[config.mk]
export PLATFORM = sky130hd
export DESIGN_NAME = note_stepper_with_limit_reverse
export DESIGN_NICKNAME = d
export VERILOG_FILES = /design/src/hw/rtl/nslr_pkg.sv /design/src/hw/rtl/note_stepper_with_limit_reverse.sv
export SDC_FILE = /design/constraint.sdc
export NUM_CORES = 1
export LEC_CHECK = 0
export BUFFER_PORTS_ARGS = -buffer_cell sky130_fd_sc_hd__buf_2
export CAP_MARGIN = 20
export CORE_MARGIN = 2
export CORE_UTILIZATION = 50
export CTS_BUF_LIST = sky130_fd_sc_hd__clkbuf_2 sky130_fd_sc_hd__clkbuf_4 sky130_fd_sc_hd__clkbuf_8
export DETAILED_ROUTE_END_ITERATION = 8
export GPL_TIMING_DRIVEN = 0
export MAX_ROUTING_LAYER = met4
export PLACE_DENSITY = 0.7
export SLEW_MARGIN = 5
export SYNTH_ARGS = -nofsm -noshare
export SYNTH_HDL_FRONTEND = slang
export SYNTH_SLANG_ARGS = --single-unit
[constraint.sdc]
create_clock -name clk -period 9.67 [get_ports clk]
set_input_delay 1.934 -clock clk [delete_from_list [all_inputs] [get_ports clk]]
set_output_delay 1.934 -clock clk [all_outputs]
set_load 0.01 [all_outputs]
[src/hw/rtl/nslr_pkg.sv]
package nslr_pkg;

    localparam int NOTE_COUNT_DEF = 128;
    localparam int TIME_BITS_DEF  = 32;
    localparam int NOTES_MAX      = 128;

    localparam int TIME_W   = 32;
    localparam int NOTE_W   = 7;
    localparam int LEVEL_W  = 10;
    localparam int PERIOD_W = 17;
    localparam int HALF_W   = 16;
    localparam int CHK_W    = 20;
    localparam int HOLD_W   = 32;
    localparam int CFG_IDX_W = 2;

    localparam logic [CHK_W-1:0]  CHECK_PERIOD_RST = 20'd20000;
    localparam logic [CHK_W-1:0]  CHECK_HALF_RST   = 20'd10000;
    localparam logic [HOLD_W-1:0] HOLDOFF_RST      = 32'd500000;

    typedef enum logic [1:0] {
        OP_TICK     = 2'd0,
        OP_NOTE_ON  = 2'd1,
        OP_NOTE_OFF = 2'd2,
        OP_NONE     = 2'd3
    } op_t;

    typedef enum logic [CFG_IDX_W-1:0] {
        REG_CHECK_PERIOD = 2'd0,
        REG_CHECK_HALF   = 2'd1,
        REG_HOLDOFF      = 2'd2,
        REG_UNUSED       = 2'd3
    } cfg_idx_t;

    // step period in us per MIDI note: trunc(1e6 / note frequency)
    localparam logic [PERIOD_W-1:0] PERIOD_ROM [NOTES_MAX] = '{
        122312, 115447, 108967, 102851, 97079, 91630, 86487, 81633, 77051, 72727, 68645, 64792,
        61156, 57723, 54483, 51425, 48539, 45815, 43243, 40816, 38525, 36363, 34322, 32396,
        30578, 28861, 27241, 25712, 24269, 22907, 21621, 20408, 19262, 18181, 17161, 16198,
        15289, 14430, 13620, 12856, 12134, 11453, 10810, 10204, 9631, 9090, 8580, 8099,
        7644, 7215, 6810, 6428, 6067, 5726, 5405, 5102, 4815, 4545, 4290, 4049,
        3822, 3607, 3405, 3214, 3033, 2863, 2702, 2551, 2407, 2272, 2145, 2024,
        1911, 1803, 1702, 1607, 1516, 1431, 1351, 1275, 1203, 1136, 1072, 1012,
        955, 901, 851, 803, 758, 715, 675, 637, 601, 568, 536, 506,
        477, 450, 425, 401, 379, 357, 337, 318, 300, 284, 268, 253,
        238, 225, 212, 200, 189, 178, 168, 159, 150, 142, 134, 126,
        119, 112, 106, 100, 94, 89, 84, 79
    };

endpackage

[src/hw/rtl/note_stepper_with_limit_reverse.sv]
// Channel  Direction  Handshake              Payload
// in       sink       in_valid / in_stall    op, note, time_us, limit_level
// out      source     out_valid / out_stall  step_out, dir_out, relay_out, enable_out
// cfg      sink       cfg_valid / cfg_ready  cfg_index, cfg_data
//
// Note on, note off, unknown op and ticks while silent go from accept straight to S_EMIT, which loads the result.
// A sounding tick divides the low TB bits of time, TB = min(TIME_BITS, 32): one restoring
// divider, one quotient bit per cycle, runs time mod step period, then time mod check period.
// A zero check period skips the second pass.
// Reset (rst_n, asynchronous) clears all state and loads the register defaults.
// One item at a time; the next item is taken while a result waits under out_stall.
module note_stepper_with_limit_reverse
    import nslr_pkg::*;
#(
    parameter int NOTE_COUNT = NOTE_COUNT_DEF,
    parameter int TIME_BITS  = TIME_BITS_DEF
)
(
    input  logic                 clk,
    input  logic                 rst_n,

    input  logic                 in_valid,
    output logic                 in_stall,
    input  logic [1:0]           op,
    input  logic [NOTE_W-1:0]    note,
    input  logic [TIME_W-1:0]    time_us,
    input  logic [LEVEL_W-1:0]   limit_level,

    output logic                 out_valid,
    input  logic                 out_stall,
    output logic                 step_out,
    output logic                 dir_out,
    output logic                 relay_out,
    output logic                 enable_out,

    input  logic                 cfg_valid,
    output logic                 cfg_ready,
    input  logic [CFG_IDX_W-1:0] cfg_index,
    input  logic [31:0]          cfg_data
);

    localparam int TW    = (TIME_BITS < TIME_W) ? TIME_BITS : TIME_W;
    localparam int CNT_W = $clog2(TW);
    localparam int XW    = (TW > CHK_W) ? TW : CHK_W;
    localparam logic [7:0] NOTE_LIM = 8'(NOTE_COUNT);

    typedef enum logic [1:0] {
        S_IDLE,
        S_DIV_STEP,
        S_DIV_CHECK,
        S_EMIT
    } state_t;

    state_t              state_reg;

    logic [CHK_W-1:0]    chk_period_reg;
    logic [CHK_W-1:0]    chk_half_reg;
    logic [HOLD_W-1:0]   holdoff_us_reg;

    logic [PERIOD_W-1:0] period_reg;
    logic [HALF_W-1:0]   half_reg;
    logic                step_level_reg;
    logic                dir_reg;
    logic                chk_phase_reg;
    logic                relay_reg;
    logic [TW-1:0]       holdoff_until_reg;
    logic                enabled_reg;

    logic [TW-1:0]       t_reg;
    logic                lim_zero_reg;
    logic [CHK_W-1:0]    rem_reg;
    logic [CNT_W-1:0]    cnt_reg;

    logic                out_valid_reg;
    logic                step_out_reg;
    logic                dir_out_reg;
    logic                relay_out_reg;
    logic                enable_out_reg;

    // shared restoring-divider step
    logic [CHK_W-1:0]    div_d;
    logic [CHK_W:0]      trial;
    logic                trial_ge;
    logic [CHK_W-1:0]    rem_next;
    logic                last_bit;
    logic                step_want;
    logic                chk_want;
    logic                chk_apply;
    logic                chk_fire;
    logic [TW-1:0]       holdoff_next;
    logic                in_take;
    logic                out_take;
    logic                out_load;

    assign in_stall   = (state_reg != S_IDLE);
    assign in_take    = in_valid && !in_stall;
    assign out_take   = out_valid_reg && !out_stall;
    assign out_load   = (state_reg == S_EMIT) && (!out_valid_reg || !out_stall);
    assign cfg_ready  = 1'b1;

    assign out_valid  = out_valid_reg;
    assign step_out   = step_out_reg;
    assign dir_out    = dir_out_reg;
    assign relay_out  = relay_out_reg;
    assign enable_out = enable_out_reg;

    always_comb
    begin
        div_d     = (state_reg == S_DIV_STEP) ? CHK_W'(period_reg) : chk_period_reg;
        trial     = {rem_reg, t_reg[cnt_reg]};
        trial_ge  = (trial >= {1'b0, div_d});
        rem_next  = trial_ge ? CHK_W'(trial - {1'b0, div_d}) : trial[CHK_W-1:0];
        last_bit  = (cnt_reg == '0);
        step_want = (rem_next <= CHK_W'(half_reg));
        // zero check period: remainder is the time itself
        chk_want  = (state_reg == S_DIV_CHECK) ? (rem_next <= chk_half_reg)
                                               : (XW'(t_reg) <= XW'(chk_half_reg));
        chk_apply = last_bit && ((state_reg == S_DIV_CHECK) ||
                    (state_reg == S_DIV_STEP && chk_period_reg == '0));
        chk_fire  = chk_want && !chk_phase_reg && (t_reg > holdoff_until_reg) && lim_zero_reg;
        holdoff_next = t_reg + holdoff_us_reg[TW-1:0];
    end

    always_ff @(posedge clk or negedge rst_n)
    begin
        if (!rst_n)
        begin
            state_reg         <= S_IDLE;
            chk_period_reg    <= CHECK_PERIOD_RST;
            chk_half_reg      <= CHECK_HALF_RST;
            holdoff_us_reg    <= HOLDOFF_RST;
            period_reg        <= '0;
            half_reg          <= '0;
            step_level_reg    <= 1'b0;
            dir_reg           <= 1'b0;
            chk_phase_reg     <= 1'b0;
            relay_reg         <= 1'b0;
            holdoff_until_reg <= '0;
            enabled_reg       <= 1'b0;
            t_reg             <= '0;
            lim_zero_reg      <= 1'b0;
            rem_reg           <= '0;
            out_valid_reg     <= 1'b0;
            step_out_reg      <= 1'b0;
            dir_out_reg       <= 1'b0;
            relay_out_reg     <= 1'b0;
            enable_out_reg    <= 1'b0;
            cnt_reg           <= '0;
        end
        else
        begin
            if (cfg_valid && cfg_ready)
            begin
                unique case (cfg_idx_t'(cfg_index))
                    REG_CHECK_PERIOD: chk_period_reg <= cfg_data[CHK_W-1:0];
                    REG_CHECK_HALF:   chk_half_reg   <= cfg_data[CHK_W-1:0];
                    REG_HOLDOFF:      holdoff_us_reg <= cfg_data[HOLD_W-1:0];
                    REG_UNUSED:       ;
                endcase
            end

            if (out_load)
            begin
                out_valid_reg  <= 1'b1;
                step_out_reg   <= step_level_reg;
                dir_out_reg    <= dir_reg;
                relay_out_reg  <= relay_reg;
                enable_out_reg <= enabled_reg;
            end
            else if (out_take)
            begin
                out_valid_reg <= 1'b0;
            end

            unique case (state_reg)
                S_IDLE:
                begin
                    if (in_take)
                    begin
                        t_reg        <= time_us[TW-1:0];
                        lim_zero_reg <= (limit_level == '0);
                        rem_reg      <= '0;
                        cnt_reg      <= CNT_W'(TW - 1);
                        state_reg    <= (op_t'(op) == OP_TICK && period_reg != '0) ?
                                        S_DIV_STEP : S_EMIT;
                        unique case (op_t'(op))
                            OP_NOTE_ON:
                            begin
                                if ({1'b0, note} < NOTE_LIM)
                                begin
                                    period_reg        <= PERIOD_ROM[note];
                                    half_reg          <= PERIOD_ROM[note][PERIOD_W-1:1];
                                    holdoff_until_reg <= '0;
                                    enabled_reg       <= 1'b1;
                                end
                            end
                            OP_NOTE_OFF:
                            begin
                                period_reg        <= '0;
                                half_reg          <= '0;
                                chk_phase_reg     <= 1'b0;
                                holdoff_until_reg <= '0;
                                enabled_reg       <= 1'b0;
                            end
                            OP_TICK: ;
                            OP_NONE: ;
                        endcase
                    end
                end
                S_DIV_STEP, S_DIV_CHECK:
                begin
                    if (last_bit)
                    begin
                        rem_reg <= '0;
                        cnt_reg <= CNT_W'(TW - 1);
                        if (state_reg == S_DIV_STEP)
                        begin
                            if (step_want != step_level_reg)
                            begin
                                step_level_reg <= step_want;
                                if (!step_want)
                                begin
                                    dir_reg <= ~dir_reg;
                                end
                            end
                            state_reg <= (chk_period_reg == '0) ? S_EMIT : S_DIV_CHECK;
                        end
                        else
                        begin
                            state_reg <= S_EMIT;
                        end
                        if (chk_apply && chk_want != chk_phase_reg)
                        begin
                            chk_phase_reg <= chk_want;
                            if (chk_fire)
                            begin
                                relay_reg         <= ~relay_reg;
                                holdoff_until_reg <= holdoff_next;
                            end
                        end
                    end
                    else
                    begin
                        rem_reg <= rem_next;
                        cnt_reg <= cnt_reg - CNT_W'(1);
                    end
                end
                S_EMIT:
                begin
                    if (out_load)
                    begin
                        state_reg <= S_IDLE;
                    end
                end
            endcase
        end
    end

`ifndef ASSERT_OFF
    a_enable_period: assert property (@(posedge clk) disable iff (!rst_n)
        enabled_reg == (period_reg != '0))
        else $error("enable out of step with period");

    a_half_period: assert property (@(posedge clk) disable iff (!rst_n)
        half_reg == period_reg[PERIOD_W-1:1])
        else $error("half period mismatch");

    a_rem_below_divisor: assert property (@(posedge clk) disable iff (!rst_n)
        ((state_reg == S_DIV_STEP || state_reg == S_DIV_CHECK) && div_d != '0)
        |-> (rem_reg < div_d))
        else $error("partial remainder not below divisor");

    a_step_pass_ends: assert property (@(posedge clk) disable iff (!rst_n)
        (state_reg == S_DIV_STEP && last_bit) |=> (state_reg != S_DIV_STEP))
        else $error("step division ran past last bit");

    a_emit_loads_output: assert property (@(posedge clk) disable iff (!rst_n)
        (state_reg == S_EMIT && !(out_valid_reg && out_stall)) |=> out_valid_reg)
        else $error("result not presented");
`endif

endmodule
# Yosys cells after proc, flatten, opt, wreduce, memory -nomap -nowiden
# Memories as Yosys holds them, arrays and structs flattened.
# Cells that the tools add are included.
op_classes:
  n_addsub: 3
  magnitude_cmp: 7
  eq_ne: 16
  mux: 36
  bitwise: 4
  reduce_logical: 41
ops:
  columns: ["op", "count"]
  rows:
  - ["$mux 32", 5]
  - ["$mux 20", 4]
  - ["$pmux 32 s2", 1]
  - ["$pmux 20 s2", 1]
  - ["$mux 17", 2]
  - ["$pmux 17 s2", 1]
  - ["$add 32x32->32", 1]
  - ["$gt 32x32->1", 1]
  - ["$le 32x20->1", 1]
  - ["$pmux 16 s2", 1]
  - ["$ge 21x20->1", 1]
  - ["$le 20x16->1", 1]
  - ["$le 20x20->1", 1]
  - ["$logic_not 20->1", 1]
  - ["$sub 20x20->20", 1]
  - ["$reduce_bool 17->1", 1]
  - ["$ne 2x2->1 const B", 6]
  - ["$logic_and 1x1->1", 10]
  - ["$logic_not 10->1", 1]
  - ["$mux 1", 10]
  - ["$mux 5", 2]
  - ["$pmux 5 s2", 1]
  - ["$reduce_and 2->1", 5]
  - ["$reduce_and 5->1", 2]
  - ["other kinds (22)", 46]
word_totals:
  ff_bits: 207
  rom_bits: 2176
  inputBits: 90
  out_inout_bits: 7
  elab_cells: 129
  mem_count: 1
mem_list:
  columns: ["memory", "words", "word_bits", "read_ports", "rd_ports_with_merged_regs", "write_ports", "line", "text"]
  rows:
  - ["(name not given)", 128, 17, 1, 0, 0, "note_stepper_with_limit_reverse.sv:192", "half_reg <= PERIOD_ROM[note][PERIOD_W-1:1];"]

# Depth between registers and ports, before layout
depth:
  depth_word: 13
  mapped_depth: 31
  ltp_nobuf: 28

# Worst setup path after synthesis
# No wires, ideal clock.
synth_timing:
  path_type: "reg2reg"
  startpoint: "register cnt_reg[1]"
  endpoint: "register holdoff_until_reg[24]"
  setup_time_ns: 0.092
  arrival_time_ns: 6.154
  required_time_ns: 9.578
  setup_slack_ns: 3.424
  stages_incl_launch_ff: 29
  path_buffers: 3
  period_less_slack_ns: 6.246
  cell_sequence: "dfrtp_1 clkbuf_1 mux4_2 mux4_2 mux2i_1 ha_1 nand2b_1 a21oi_1 o41a_1 a21oi_2 o31a_4 buf_6 mux2_4 ha_1 a21o_1 a21o_1 a21o_1 a21oi_1 o211ai_1 a2111oi_0 a311oi_1 o21ai_0 ha_1 a21oi_2 nand4_1 a21oi_2 o21ai_2 buf_6 o31ai_2"
synth_via:
  elab_chain_cells: 11
  word_cells_on_any_way: 18
  classes_between: "add/sub (1); order compare (2); eq/ne (4); mux (4); reduce/logical (7)"
synth_lines:
  columns: ["element", "line", "text"]
  rows:
  - ["start: declaration", "note_stepper_with_limit_reverse.sv:72", "logic [CNT_W-1:0] cnt_reg;"]
  - ["start signal: assignment", "note_stepper_with_limit_reverse.sv:183", "cnt_reg <= CNT_W'(TW - 1);"]
  - ["start signal: assignment", "note_stepper_with_limit_reverse.sv:215", "cnt_reg <= CNT_W'(TW - 1);"]
  - ["start signal: assignment", "note_stepper_with_limit_reverse.sv:245", "cnt_reg <= cnt_reg - CNT_W'(1);"]
  - ["$bmux 1 s5", "note_stepper_with_limit_reverse.sv:110", "trial = {rem_reg, t_reg[cnt_reg]};"]
  - ["$mux 1 (not written as such)", "note_stepper_with_limit_reverse.sv:110", null]
  - ["$sub 20x20->20 or $ge 21x20->1 (tied branches)", "note_stepper_with_limit_reverse.sv:112, note_stepper_with_limit_reverse.sv:111", null]
  - ["$mux 20", "note_stepper_with_limit_reverse.sv:112", "rem_next = trial_ge ? CHK_W'(trial - {1'b0, div_d}) : trial[CHK_W-1:0];"]
  - ["$le 20x20->1", "note_stepper_with_limit_reverse.sv:116", "chk_want = (state_reg == S_DIV_CHECK) ? (rem_next <= chk_half_reg)"]
  - ["$mux 1", "note_stepper_with_limit_reverse.sv:116", null]
  - ["$logic_and 1x1->1 (3 in a row)", "note_stepper_with_limit_reverse.sv:120", "chk_fire = chk_want && !chk_phase_reg && (t_reg > holdoff_until_reg) && lim_zero_reg;"]
  - ["$ne 2x2->1 (no source line)", null, null]
  - ["$reduce_and 6->1 (no source line) *", null, null]
  - ["end signal: assignment", "note_stepper_with_limit_reverse.sv:238", "holdoff_until_reg <= holdoff_next;"]
  - ["end: declaration", "note_stepper_with_limit_reverse.sv:66", "logic [TW-1:0] holdoff_until_reg;"]
# Every way passes the cells marked *; elsewhere a longest branch is shown, timed or not. The select of a mux whose other input is x is not followed.
# A chain may end at the register's enable or synchronous reset.

# Worst setup path in the final report
layout_timing:
  startpoint: "register cnt_reg[1]"
  endpoint: "register holdoff_until_reg[12]"
# The elaborated chain is that of the path after synthesis.

==> results_dict.tcl <==
set metrics [dict create \
    finalMaxSlewViolations 0 \
    crit_path_top_delay_cell "mux4_2" \
    synthDistinctLibCells 78 \
    crit_path_start_kind "flop" \
    area_delta_synth_final_pct 9.80 \
    fmax_mhz 121 \
    worst_slew_pin_slew_ns 0.983 \
    die_h_um 175 \
    nets 1904 \
    vdd_drop_max_mv 0.135 \
    reg2reg_from "cnt_reg[1]" \
    rsz0062_at_grt "false" \
    vias_per_cell 6.12 \
    setup_viol 0 \
    synthAdderAreaFrac_pct 13.6 \
    drive_gt1_share_pct 19.3 \
    grt_max_degree 111 \
    status "complete, no violations" \
    synth_largest_area_cell "dfrtp_1" \
    antenna_found_initial 1 \
    cts_sinks 191 \
    cts-htree-levels 4 \
    end_kind "flop" \
    cts_tree "done" \
    critPathKind "flop to flop" \
    cp_max_fo 10 \
    cp_num_cells 27 \
    insertion_delay_ns 0.51 \
    yosysWarnings 0 \
    hold_buffers 0 \
    p_leak_nw 7.31 \
    required_ns 10.08 \
    place_area_um2 15600 \
    drtIter0Drc 921 \
    dpl.hpwl_um 34000 \
    crit_path_max_incr_delay_ns 0.61 \
    rr_worst_depth 27 \
    die_x_um 175 \
    period_share_pct 85.3 \
    numCtsBuffers 17 \
    timing.rr.end "holdoff_until_reg[12]" \
    cts_setup_buffers 0 \
    instances_no_fill 2054 \
    grt_pass1_wl_um 68200 \
    path_clk_slew_ns 0.11 \
    port_buffers 94 \
    worst_slew_margin_rel_pct 34.2 \
    grt_overflow_total 0 \
    whs_endpoint "relay_reg" \
    num_io_pins 97 \
    place_congestion 0.981 \
    hold_depth 1 \
    whs_ns 0.484 \
    hold_start "relay_reg" \
    synth-edff-count 0 \
    critPathBufInv 2 \
    synthXorXnorAreaFrac_pct 2.64 \
    vias 12570 \
    wl_per_cell_um 21.0 \
    grt_pass1_vias 12245 \
    fin_crit_ns 8.25 \
    async_reset_ff_share_pct 100 \
    synth_area_leaders "dfrtp_1 (30%), ha_1 (13%), mux2_2 (8.8%)" \
    synthTopCellsByCount "dfrtp_1 (174), ha_1 (156), nand2_1 (124)" \
    dp_cells 2021 \
    synth_area_um2 14600 \
    drt-total-wl_um 43200 \
    hp-class "flop to flop" \
    total_power_mw 5.16 \
    synthCells 1542 \
    drcViolationCount 0 \
    yosysTopAreaCellShare_pct 29.8 \
    fin_skew_ns 0.0272 \
    cp_top_family "compound AO/OA/AOI/OAI gates" \
    synth_compound_gate_area_share_pct 20.1 \
    fillers 2604 \
    yosys.area_share.simple_pct 12.2 \
    die_area_um2 30600 \
    ys_ff_latch 191 \
    root_buffer "clkbuf_8" \
    std_cell_rows 62 \
    synth_top_family_by_area "compound AO/OA/AOI/OAI gates" \
    seq_area_frac_synth_pct 32.8 \
    initial_core_util_pct 50.8 \
    powerDensity_nw_per_um2 321 \
    cap_violations 0 \
    synth_area_per_cell_um2 9.48 \
    r2r_slack_ns 1.42 \
    hold_viol_final 0 \
    grt.total_usage_pct 29.6 \
    synth_top_flop_cell "dfrtp_1" \
    ctsResizeCount 0 \
    drtPass1Iterations 5 \
    muxShareOfSynthArea_pct 13.6 \
    startpoint "cnt_reg[1]" \
    synthesis.nets 1790 \
    cp.arrival_ns 8.65 \
    synth.most_common_cell "dfrtp_1" \
    core-area_um2 28800 \
    ant_nets 0 \
    finish.instance_area_um2 16100 \
    clockBufferDepth 2 \
    setup_tns_ns 0 \
]
[power by group]
part	internal, mW	switching [mW]
combinational	1.35	1.88
sequential	1.04	0.285
clock	0.287	0.319
[kinds of logic (layout without fill, tap and decap cells)]
group | Yosys count | count (layout)
adder cells (fa/ha/maj) | 158 | 158
other | 1 | 2
flip-flops | 191 | 191
AND/OR/NAND/NOR | 362 | 362
XOR/XNOR | 44 | 44
AO/OA/AOI/OAI | 440 | 440
buffers and inverters | 183 | 310
multiplexers | 163 | 163
[cell usage in the layout (no fill, tap or decap), types with 6 or more instances in the layout]
master / n
and4_1: 7
nand2_1: 124
nand3b_1: 7
buf_1: 12
o211ai_1: 10
dfrtp_1: 174
nor2b_1: 20
o21a_1: 15
o21ai_0: 105
ha_1: 156
nand2b_1: 18
a21o_1: 39
clkbuf_1: 48
a21oi_1: 108
xnor2_1: 24
nor3_1: 20
buf_2: 99
dfstp_2: 17
inv_1: 111
nand3_1: 26
o31ai_2: 16
and2_1: 7
a211oi_1: 17
nor4_1: 13
nor2_1: 69
a31oi_1: 16
mux2_4: 6
mux2_2: 114
a22o_1: 26
mux2i_1: 28
nand4_1: 27
mux4_2: 15
xor2_1: 20
o31ai_1: 11
o22ai_1: 7
or3_1: 6
clkbuf_8: 20
o21ai_1: 9
[routing by layer]
metal / part of all wire (%) / up-vias / global-route usage, % / routed length, um
met4: 2.8 / 0 / 9.20 / 1230
li1: - / 5899 / - / -
met5: 0 / - / - / 0
met3: 7.0 / 86 / 5.92 / 3010
met2: 45 / 490 / 44.8 / 19200
met1: 46 / 6095 / 40.0 / 19700
[how the worst max path moves through the flow]
stage                            end  slack, ns
3_3_place_gp   holdoff_until_reg[12]       1.60
5_1_grt        holdoff_until_reg[12]       0.97
6_report       holdoff_until_reg[12]       1.42
3_5_place_dp   holdoff_until_reg[12]       1.55
2_1_floorplan  holdoff_until_reg[24]       3.42
4_1_cts        holdoff_until_reg[12]       1.50
[layout make-up]
type | count | area [um^2] | area share, %
diodes | 1 | 2.50 | 0.0156
plain buffers | 70 | 297 | 1.85
clock buffers | 22 | 290 | 1.81
clock inverters | 10 | 151 | 0.943
inverters | 113 | 424 | 2.64
multi-input cells | 1168 | 9100 | 56.7
flip-flops and latches | 191 | 4800 | 29.9
well taps | 384 | 480 | 2.99
repair buffers | 95 | 508 | 3.16
[stage by stage]
stage	worst slack, ns	util, %
2_1_floorplan	3.42	-
3_3_place_gp	1.60	54.1
3_5_place_dp	1.55	54.2
4_1_cts	1.50	55.8
5_1_grt	0.968	55.8
6_report	1.42	55.8
Note: power is estimated with default switching activity, not from simulation.
